--- config.mk ---
export PLATFORM = sky130hd
export DESIGN_NAME = hex_entity_escape_codec
export DESIGN_NICKNAME = d
export VERILOG_FILES = /design/src/hecx_pkg.sv /design/src/hecx_front.sv /design/src/hecx_queue.sv /design/src/hecx_back.sv /design/src/hex_entity_escape_codec.sv
export VERILOG_INCLUDE_DIRS = /design/src /design/src/src
export SDC_FILE = /design/constraint.sdc
export NUM_CORES = 1
export LEC_CHECK = 0
export CORE_MARGIN = 5
export CORE_UTILIZATION = 51
export CTS_CLUSTER_DIAMETER = 200
export DETAILED_ROUTE_END_ITERATION = 8
export DONT_BUFFER_PORTS = 1
export GPL_ROUTABILITY_DRIVEN = 0
export GPL_TIMING_DRIVEN = 0
export PLACE_DENSITY = 0.72
export SYNTH_ARGS = -nofsm -noshare
export SYNTH_HDL_FRONTEND = slang
export SYNTH_SLANG_ARGS = --single-unit
--- constraint.sdc ---
create_clock -name clock -period 6 [get_ports clock]
set_input_delay 1.2 -clock clock [delete_from_list [all_inputs] [get_ports clock]]
set_output_delay 1.2 -clock clock [all_outputs]
set_load 0.05 [all_outputs]
--- src/hex_entity_escape_codec_macros.svh ---
// Assertion macros shared by the hex entity codec.
`ifndef HEX_ENTITY_ESCAPE_CODEC_MACROS_SVH
`define HEX_ENTITY_ESCAPE_CODEC_MACROS_SVH

// The consequent must hold in the same cycle as the antecedent.
`define HECX_ASSERT_NOW(label, clk, rst, ante, cons, msg) \
   label: assert property (@(posedge clk) disable iff (rst) (ante) |-> (cons)) \
      else $error(msg);

// The consequent must hold in the cycle after the antecedent.
`define HECX_ASSERT_NEXT(label, clk, rst, ante, cons, msg) \
   label: assert property (@(posedge clk) disable iff (rst) (ante) |=> (cons)) \
      else $error(msg);

`endif

--- src/hecx_pkg.sv ---
// Shared types, constants and helper functions of the hex entity codec.
package hecx_pkg;

   localparam int MAX_BEATS       = 5;
   localparam int QUEUE_DEPTH_DEF = 2;

   localparam logic [7:0] CH_AMP  = 8'h26;
   localparam logic [7:0] CH_HASH = 8'h23;
   localparam logic [7:0] CH_X    = 8'h78;
   localparam logic [7:0] CH_0    = 8'h30;
   localparam logic [7:0] CH_9    = 8'h39;
   localparam logic [7:0] CH_UA   = 8'h41;
   localparam logic [7:0] CH_UF   = 8'h46;
   localparam logic [7:0] CH_LA   = 8'h61;
   localparam logic [7:0] CH_LF   = 8'h66;

   localparam logic [6:0] SPECIAL_RESET = 7'd44;

   typedef enum logic [0:0] {
      REG_DECODE_MODE  = 1'b0,
      REG_SPECIAL_BYTE = 1'b1
   } reg_index_type;

   typedef enum logic [2:0] {
      PH_IDLE  = 3'd0,
      PH_AMP   = 3'd1,
      PH_HASH  = 3'd2,
      PH_X     = 3'd3,
      PH_DIGIT = 3'd4
   } phase_type;

   typedef struct packed {
      logic       valid;
      logic [3:0] value;
   } hex_type;

   typedef struct packed {
      logic [MAX_BEATS-1:0][7:0] bytes;
      logic [2:0]                count;
      logic                      last;
   } bundle_type;

   function automatic hex_type hex_decode(input logic [7:0] c);
      hex_type r;
      r.valid = 1'b1;
      r.value = 4'd0;
      if (c >= CH_LA && c <= CH_LF) begin
         r.value = 4'(c - CH_LA + 8'd10);
      end else if (c >= CH_UA && c <= CH_UF) begin
         r.value = 4'(c - CH_UA + 8'd10);
      end else if (c >= CH_0 && c <= CH_9) begin
         r.value = c[3:0];
      end else begin
         r.valid = 1'b0;
      end
      return r;
   endfunction

   function automatic logic [7:0] hex_char(input logic [3:0] n);
      logic [7:0] r;
      if (n < 4'd10) begin
         r = CH_0 + {4'd0, n};
      end else begin
         r = CH_LA + {4'd0, n} - 8'd10;
      end
      return r;
   endfunction

   function automatic logic [7:0] held_char(input logic [2:0] pos, input logic [7:0] digit);
      logic [7:0] r;
      unique case (pos)
         3'd0:    r = CH_AMP;
         3'd1:    r = CH_HASH;
         3'd2:    r = CH_X;
         default: r = digit;
      endcase
      return r;
   endfunction

endpackage

--- src/hecx_front.sv ---
// Front end: accepts input beats, holds configuration and tag state, builds output bundles.
module hecx_front (
   input  logic               clock,
   input  logic               reset,
   input  logic               req_valid,
   output logic               req_ready,
   input  logic [7:0]         req_in_byte,
   input  logic               req_in_last,
   input  logic               csr_write_en,
   input  logic [0:0]         csr_index,
   input  logic [6:0]         csr_wdata,
   input  logic               q_full,
   output logic               push,
   output hecx_pkg::bundle_type bundle
);
   import hecx_pkg::*;

   logic       decode_mode_ff, decode_mode_in;
   logic [6:0] special_ff, special_in;
   phase_type  phase_ff, phase_in;
   logic [3:0] nibble_ff, nibble_in;
   logic [7:0] digit_ff, digit_in;

   logic       accept;
   logic       mode_write;
   logic [7:0] c;
   hex_type    hv;
   logic       match;
   phase_type  scan_phase;
   logic       has_body;
   logic [7:0] body;
   logic [7:0] digit;
   logic [2:0] pre_len;
   logic [2:0] held_len;
   logic       has_x;
   logic [7:0] x_byte;
   logic       special_hit;

   assign c          = req_in_byte;
   assign hv         = hex_decode(c);
   assign req_ready  = !q_full;
   assign accept     = req_valid && !q_full;
   assign mode_write = csr_write_en && (reg_index_type'(csr_index) == REG_DECODE_MODE);

   // Tag matcher: classify the byte against the held partial tag.
   always_comb begin
      match      = 1'b0;
      scan_phase = PH_IDLE;
      has_body   = 1'b0;
      body       = c;
      unique case (phase_ff)
         PH_AMP:            match = (c == CH_HASH);
         PH_HASH:           match = (c == CH_X);
         PH_X, PH_DIGIT:    match = hv.valid;
         default:           match = 1'b0;
      endcase
      if (!match) begin
         if (c == CH_AMP) begin
            scan_phase = PH_AMP;
         end else begin
            has_body = 1'b1;
         end
      end else begin
         unique case (phase_ff)
            PH_AMP:   scan_phase = PH_HASH;
            PH_HASH:  scan_phase = PH_X;
            PH_X:     scan_phase = PH_DIGIT;
            PH_DIGIT: begin
               has_body = 1'b1;
               body     = {nibble_ff, hv.value};
            end
            default:  scan_phase = PH_IDLE;
         endcase
      end
      pre_len = (phase_ff != PH_IDLE && !match) ? 3'(phase_ff) : 3'd0;
      digit   = (phase_ff == PH_X && match) ? c : digit_ff;
   end

   // Next state.
   always_comb begin
      decode_mode_in = decode_mode_ff;
      special_in     = special_ff;
      phase_in       = phase_ff;
      nibble_in      = nibble_ff;
      digit_in       = digit_ff;
      if (accept && decode_mode_ff) begin
         phase_in = req_in_last ? PH_IDLE : scan_phase;
         if (phase_ff == PH_X && match) begin
            nibble_in = hv.value;
            digit_in  = c;
         end
      end
      if (csr_write_en) begin
         unique case (reg_index_type'(csr_index))
            REG_DECODE_MODE: begin
               decode_mode_in = csr_wdata[0];
               phase_in       = PH_IDLE;
               nibble_in      = 4'd0;
               digit_in       = 8'd0;
            end
            REG_SPECIAL_BYTE: special_in = csr_wdata;
            default:          special_in = special_ff;
         endcase
      end
   end

   // Bundles: entity or plain byte (escape); held tag bytes and at most one more (decode).
   always_comb begin
      special_hit = (c == CH_AMP) || (c == {1'b0, special_ff});
      held_len    = 3'd0;
      has_x       = 1'b0;
      x_byte      = has_body ? body : CH_AMP;
      if (pre_len != 3'd0) begin
         held_len = pre_len;
         has_x    = has_body || (req_in_last && scan_phase == PH_AMP);
      end else if (has_body) begin
         has_x = 1'b1;
      end else if (req_in_last) begin
         held_len = 3'(scan_phase);
      end
      bundle.last = req_in_last;
      if (!decode_mode_ff) begin
         if (special_hit) begin
            bundle.bytes[0] = CH_AMP;
            bundle.bytes[1] = CH_HASH;
            bundle.bytes[2] = CH_X;
            bundle.bytes[3] = hex_char(c[7:4]);
            bundle.bytes[4] = hex_char(c[3:0]);
            bundle.count    = 3'(MAX_BEATS);
         end else begin
            for (int i = 0; i < MAX_BEATS; i++) begin
               bundle.bytes[i] = c;
            end
            bundle.count = 3'd1;
         end
      end else begin
         for (int i = 0; i < MAX_BEATS; i++) begin
            bundle.bytes[i] = (3'(i) < held_len) ? held_char(3'(i), digit) : x_byte;
         end
         bundle.count = held_len + {2'd0, has_x};
      end
      push = accept && (bundle.count != 3'd0);
   end

   always_ff @(posedge clock) begin
      if (reset) begin
         decode_mode_ff <= 1'b0;
         special_ff     <= SPECIAL_RESET;
         phase_ff       <= PH_IDLE;
         nibble_ff      <= 4'd0;
         digit_ff       <= 8'd0;
      end else begin
         decode_mode_ff <= decode_mode_in;
         special_ff     <= special_in;
         phase_ff       <= phase_in;
         nibble_ff      <= nibble_in;
         digit_ff       <= digit_in;
      end
   end

endmodule

--- src/hecx_queue.sv ---
// Short bundle queue between the front end and the output serializer.
module hecx_queue #(
   parameter int QUEUE_DEPTH = hecx_pkg::QUEUE_DEPTH_DEF
) (
   input  logic                 clock,
   input  logic                 reset,
   input  logic                 push,
   input  hecx_pkg::bundle_type wr_data,
   input  logic                 pop,
   output hecx_pkg::bundle_type rd_data,
   output logic                 q_valid,
   output logic                 q_full
);
   import hecx_pkg::*;

   localparam int PTR_W = (QUEUE_DEPTH > 1) ? $clog2(QUEUE_DEPTH) : 1;
   localparam int CNT_W = $clog2(QUEUE_DEPTH + 1);

   bundle_type             entry_ff [QUEUE_DEPTH];
   logic [PTR_W-1:0]       wr_ptr_ff, wr_ptr_in;
   logic [PTR_W-1:0]       rd_ptr_ff, rd_ptr_in;
   logic [CNT_W-1:0]       count_ff, count_in;
   logic                   do_push;
   logic                   do_pop;

   assign q_valid = (count_ff != '0);
   assign q_full  = (count_ff == CNT_W'(QUEUE_DEPTH));
   assign rd_data = entry_ff[rd_ptr_ff];
   assign do_push = push && !q_full;
   assign do_pop  = pop && q_valid;

   always_comb begin
      wr_ptr_in = wr_ptr_ff;
      rd_ptr_in = rd_ptr_ff;
      count_in  = count_ff;
      if (do_push) begin
         wr_ptr_in = (wr_ptr_ff == PTR_W'(QUEUE_DEPTH - 1)) ? '0 : wr_ptr_ff + 1'b1;
      end
      if (do_pop) begin
         rd_ptr_in = (rd_ptr_ff == PTR_W'(QUEUE_DEPTH - 1)) ? '0 : rd_ptr_ff + 1'b1;
      end
      if (do_push && !do_pop) begin
         count_in = count_ff + 1'b1;
      end else if (do_pop && !do_push) begin
         count_in = count_ff - 1'b1;
      end
   end

   always_ff @(posedge clock) begin
      if (do_push) begin
         entry_ff[wr_ptr_ff] <= wr_data;
      end
   end

   always_ff @(posedge clock) begin
      if (reset) begin
         wr_ptr_ff <= '0;
         rd_ptr_ff <= '0;
         count_ff  <= '0;
      end else begin
         wr_ptr_ff <= wr_ptr_in;
         rd_ptr_ff <= rd_ptr_in;
         count_ff  <= count_in;
      end
   end

endmodule

--- src/hecx_back.sv ---
// Back end: serializes each queued bundle into output beats.
module hecx_back (
   input  logic                 clock,
   input  logic                 reset,
   input  hecx_pkg::bundle_type rd_data,
   input  logic                 q_valid,
   output logic                 pop,
   output logic                 rsp_valid,
   input  logic                 rsp_ready,
   output logic [7:0]           rsp_out_byte,
   output logic                 rsp_out_last,
   output logic                 rsp_end_of_string
);
   import hecx_pkg::*;

   bundle_type cur_ff, cur_in;
   logic [2:0] remain_ff, remain_in;
   logic       valid_ff, valid_in;
   logic       beat;
   logic       load;

   assign beat              = valid_ff && rsp_ready;
   assign load              = !valid_ff || (beat && remain_ff == 3'd1);
   assign pop               = load && q_valid;
   assign rsp_valid         = valid_ff;
   assign rsp_out_byte      = cur_ff.bytes[0];
   assign rsp_out_last      = (remain_ff == 3'd1);
   assign rsp_end_of_string = (remain_ff == 3'd1) && cur_ff.last;

   always_comb begin
      cur_in    = cur_ff;
      remain_in = remain_ff;
      valid_in  = valid_ff;
      if (load) begin
         valid_in  = q_valid;
         cur_in    = rd_data;
         remain_in = rd_data.count;
      end else if (beat) begin
         cur_in.bytes = cur_ff.bytes >> 8;
         remain_in    = remain_ff - 3'd1;
      end
   end

   always_ff @(posedge clock) begin
      cur_ff    <= cur_in;
      remain_ff <= remain_in;
   end

   always_ff @(posedge clock) begin
      if (reset) begin
         valid_ff <= 1'b0;
      end else begin
         valid_ff <= valid_in;
      end
   end

endmodule

--- src/hex_entity_escape_codec.sv ---
// Top level of the hex entity codec: front end, bundle queue and output serializer.
// An accepted item is written into a queue entry, then loaded into the serializer, which
// presents its first output beat. Throughput: one input beat per cycle while the output is
// ready and each item yields one byte; an item of up to five bytes holds the output port for
// one beat per byte, and the input waits while the queue (two entries by default) is full.
// Reset clears all control state, selects escape mode and sets the separator byte to 44.
module hex_entity_escape_codec #(
   parameter int QUEUE_DEPTH = hecx_pkg::QUEUE_DEPTH_DEF
) (
   input  logic       clock,
   input  logic       reset,
   input  logic       req_valid,
   output logic       req_ready,
   input  logic [7:0] req_in_byte,
   input  logic       req_in_last,
   output logic       rsp_valid,
   input  logic       rsp_ready,
   output logic [7:0] rsp_out_byte,
   output logic       rsp_out_last,
   output logic       rsp_end_of_string,
   input  logic       csr_write_en,
   input  logic [0:0] csr_index,
   input  logic [6:0] csr_wdata
);
   import hecx_pkg::*;

`include "hex_entity_escape_codec_macros.svh"

   bundle_type wr_bundle;
   bundle_type rd_bundle;
   logic       push;
   logic       pop;
   logic       q_valid;
   logic       q_full;

   hecx_front u_front (
      .clock        (clock),
      .reset        (reset),
      .req_valid    (req_valid),
      .req_ready    (req_ready),
      .req_in_byte  (req_in_byte),
      .req_in_last  (req_in_last),
      .csr_write_en (csr_write_en),
      .csr_index    (csr_index),
      .csr_wdata    (csr_wdata),
      .q_full       (q_full),
      .push         (push),
      .bundle       (wr_bundle)
   );

   hecx_queue #(
      .QUEUE_DEPTH (QUEUE_DEPTH)
   ) u_queue (
      .clock   (clock),
      .reset   (reset),
      .push    (push),
      .wr_data (wr_bundle),
      .pop     (pop),
      .rd_data (rd_bundle),
      .q_valid (q_valid),
      .q_full  (q_full)
   );

   hecx_back u_back (
      .clock             (clock),
      .reset             (reset),
      .rd_data           (rd_bundle),
      .q_valid           (q_valid),
      .pop               (pop),
      .rsp_valid         (rsp_valid),
      .rsp_ready         (rsp_ready),
      .rsp_out_byte      (rsp_out_byte),
      .rsp_out_last      (rsp_out_last),
      .rsp_end_of_string (rsp_end_of_string)
   );

   `HECX_ASSERT_NOW(a_no_push_when_full, clock, reset, push, !q_full, "push into a full queue")
   `HECX_ASSERT_NOW(a_pop_needs_entry, clock, reset, pop, q_valid, "pop from an empty queue")
   `HECX_ASSERT_NOW(a_eos_on_last, clock, reset, rsp_valid && rsp_end_of_string, rsp_out_last, "stray eos")
   `HECX_ASSERT_NEXT(a_push_fills_queue, clock, reset, push && !pop, q_valid, "lost push")

endmodule

==> run summary <==
post-synthesis mux area share - 0.0761
number of synthesized register bits - 161
top cells by area, synth - edfxtp_1 (51%), dfxtp_1 (7.5%), mux2i_1 (6.7%), nand2_1 (3.4%), o21ai_0 (3.2%)
Post-synth top cells - edfxtp_1 (132), nand2_1 (71), mux2i_1 (52)
startpoint types - input port
Rows - 45
adder-cell share of the synthesized area - 0.0209
CTS max path bufs - 2
Reg area - 4540 sq um
final wirelength - 18100 microns
worst reg2reg setup slack - 1.76 ns
Tightest Hold Check Type - reg -> reg
crit path time final - 5.42 ns
vias in the first global route - 5358
Synth warnings - 0
Placed Cells - 860
pin count of the biggest net entering global routing - 39
Fmax - 0.185 GHz
Die ar. - 17800 sq um
Worst-Margin Slew - 1.07 ns
Worst Reg-to-Reg Cells - 17
status - complete, no violations
DP Wirelength - 12800 microns
RSZ-0062 raised after global routing - false
initial antenna violation count - 0
die width - 133 microns
hold_sp - u_front.digit_ff[5]$_SDFF_PP0_
crit path DAT - 5.56 ns
Clock transition at path regs - 0.06 ns
die height - 133 microns
fill cell count - 1247
relative slew slack - 0.286
root buf cell - clkbuf_16
placeable core area - 15100 sq um
pre-CTS WS - 0.324 ns
VDD IR-drop max - 0.194 mV
Reg2Reg Launch Point - u_front.phase_ff[2]$_SDFF_PP0_
Worst Path Required - 6.14 ns
Post-synth ARST share - 0
most frequent cell after synthesis - edfxtp_1
DRT Pass-1 Iters - 5
number of post-CTS setup repair buffers - 0
IO buf count - 0
mean area per synthesized cell - 11.6 sq um
first-pass GRT wire length - 28900 microns
GRT Total Usage - 0.209
H-tree levels - 4
Power Density - 416 nW/um^2
initial drt markers - 578
Yosys cell types - 71
Post-synth EDFFs - 132
Synth top area share - 0.510
internal power - 2520 uW
worst hold endpoint - u_front.digit_ff[5]$_SDFF_PP0_
Cell Count, Final, Fillers Out - 892
count of final setup violators - 0
max-cap violations - 0
vias per cell - 6.09
syn_nets - 704
ratio of final minimum period to clock period - 0.903
Switching Fraction - 0.303
CTS tree - yes
Ant. Diodes - 0
switching power of the nets - 1090 uW
Synth area leader - edfxtp_1
Synth Area in Compound Gates - 0.147
I/O pin cnt - 34
Num CTS Buffers - 17
Post-CTS Resized - 0
Final #Nets - 726
Pleak - 0.00302 uW
share of post-route cells with drive strength above 1 - 0.115
initial core utilization - 0.515
multi-input combinational cell area - 2940 sq um
DRC viols - 0
Pins Over Slew Limit - 0
XOR/XNOR share of the synthesized area - 0.0158
Worst Slack Setup Final - 0.584 ns
cells after synthesis - 669
total gr overflow - 0
Gate power share - 0.240
Reg power frac - 0.453
Final Hold Fails - 0
top_reg_cell synth - edfxtp_1
largest family of logic cells by synthesized area - compound AO/OA/AOI/OAI gates
CP max FO - 38
mapped cell area - 7770 sq um
Sink Count - 161
crit end category - flip-flop
Seq/Total Area, Yosys - 0.585
Hold-fix buffers, CTS - 0
Clk Latency, worst-skew pair - 0.41 ns
Area growth syn-to-layout - 11.8%
critical setup path kind - in -> reg
clock group share of total power - 0.307
Synth Area in Simple Gates - 0.118
antenna viol nets, final - 0
hold-critical path depth - 2
worst r2r dst - u_queue.entry_ff[1][43]$_DFFE_PP_
vias post-DR - 5428
WL per Instance - 20.3 microns
clk_skew - 0.00595 ns
## stage by stage
step	total power [uW]	area [sq um]	TNS, ns	hold WS [ns]	util
5_1_grt	3800	8690	0	0.489	0.576
3_5_place_dp	2540	8070	0	0.455	0.535
3_3_place_gp	2490	8010	-61.74	0.446	0.531
6_report	3610	8690	0	0.465	0.576
4_1_cts	3640	8690	0	0.463	0.576
2_1_floorplan	2300	7770	0	0.432	-
## worst max path at each step
stage,startpoint,end,slack (ns)
after floorplan,req_in_byte[0],u_queue.entry_ff[0][0]$_DFFE_PP_,0.40
after global placement,req_in_byte[0],u_queue.entry_ff[0][31]$_DFFE_PP_,-0.71
after detailed placement,req_in_byte[0],u_queue.entry_ff[0][7]$_DFFE_PP_,0.32
after CTS,req_in_byte[0],u_queue.entry_ff[0][30]$_DFFE_PP_,0.67
after global routing,req_in_byte[0],u_queue.entry_ff[0][30]$_DFFE_PP_,0.36
final,req_in_byte[0],u_queue.entry_ff[1][43]$_DFFE_PP_,0.58
## cell type report
type / count / share of cell area
plain buffers: 52 / 0.0275
clock buffers: 17 / 0.0490
clock inverters: 15 / 0.0219
inverters: 15 / 0.00648
multi-input cells: 441 / 0.338
flip-flops and latches: 161 / 0.523
well taps: 188 / 0.0271
repair buffers: 3 / 0.00691
## cell usage in the layout (no fill, tap or decap), drive strengths merged, types with 10 or more instances in the layout
cell,synthesis,layout
edfxtp,132,132
nand2,71,71
o21ai,58,58
mux2i,52,52
clkbuf,32,49
nor2,43,43
a21oi,31,31
dfxtp,29,29
buf,20,23
nand3,17,17
inv,15,16
ha,13,13
xor2,12,12
a211oi,10,10
## state kept, by name, indices dropped and copies added, names as in the netlist, named ones only
register,count
u_queue.rd_ptr_ff,1
u_front.decode_mode_ff,1
u_front.phase_ff,3
u_front.special_ff,7
u_queue.wr_ptr_ff,1
u_front.nibble_ff,4
u_front.digit_ff,8
u_queue.entry_ff,88
u_back.rsp_out_byte,8
u_back.cur_ff,33
u_queue.count_ff,2
u_back.rsp_valid,1
u_back.remain_ff,3
## critical path, stage by stage
cell and delay, ns:
buf_1 0.48, inv_1 0.27, ha_1 0.33, or4b_4 0.24
o211ai_2 0.09, o22ai_2 0.43, a211oi_2 0.15, buf_4 0.21
nand2b_1 0.07, o21ai_0 0.08, a21oi_1 0.26, ha_1 0.27
nand2b_1 0.20, nor2_1 0.18, nand2_1 0.09, a311oi_1 0.30
mux2i_1 0.16, and3_2 0.31, buf_12 0.20
## kinds of logic after synthesis
family / after synthesis
AOI/OAI and AO/OA: 168
DFF: 161
muxes: 58
buffers and inverters: 67
adders and majority gates: 13
and+or+nand+nor: 188
xor gates and xnor gates: 14
## power by group through the flow
stage	combinational, uW	sequential [uW]	clock, uW
finish	868	1640	1110
global route	947	1660	1190
CTS	879	1640	1130
floorplan	664	1640	0
detailed placement	875	1660	0
global placement	829	1660	0
## layer usage
layer	share of wire	track usage
met4	0.029	0.0869
met5	0	0
met2	0.48	0.336
met1	0.43	0.278
met3	0.066	0.0446
No activity file was read; power rests on OpenSTA's default activity.
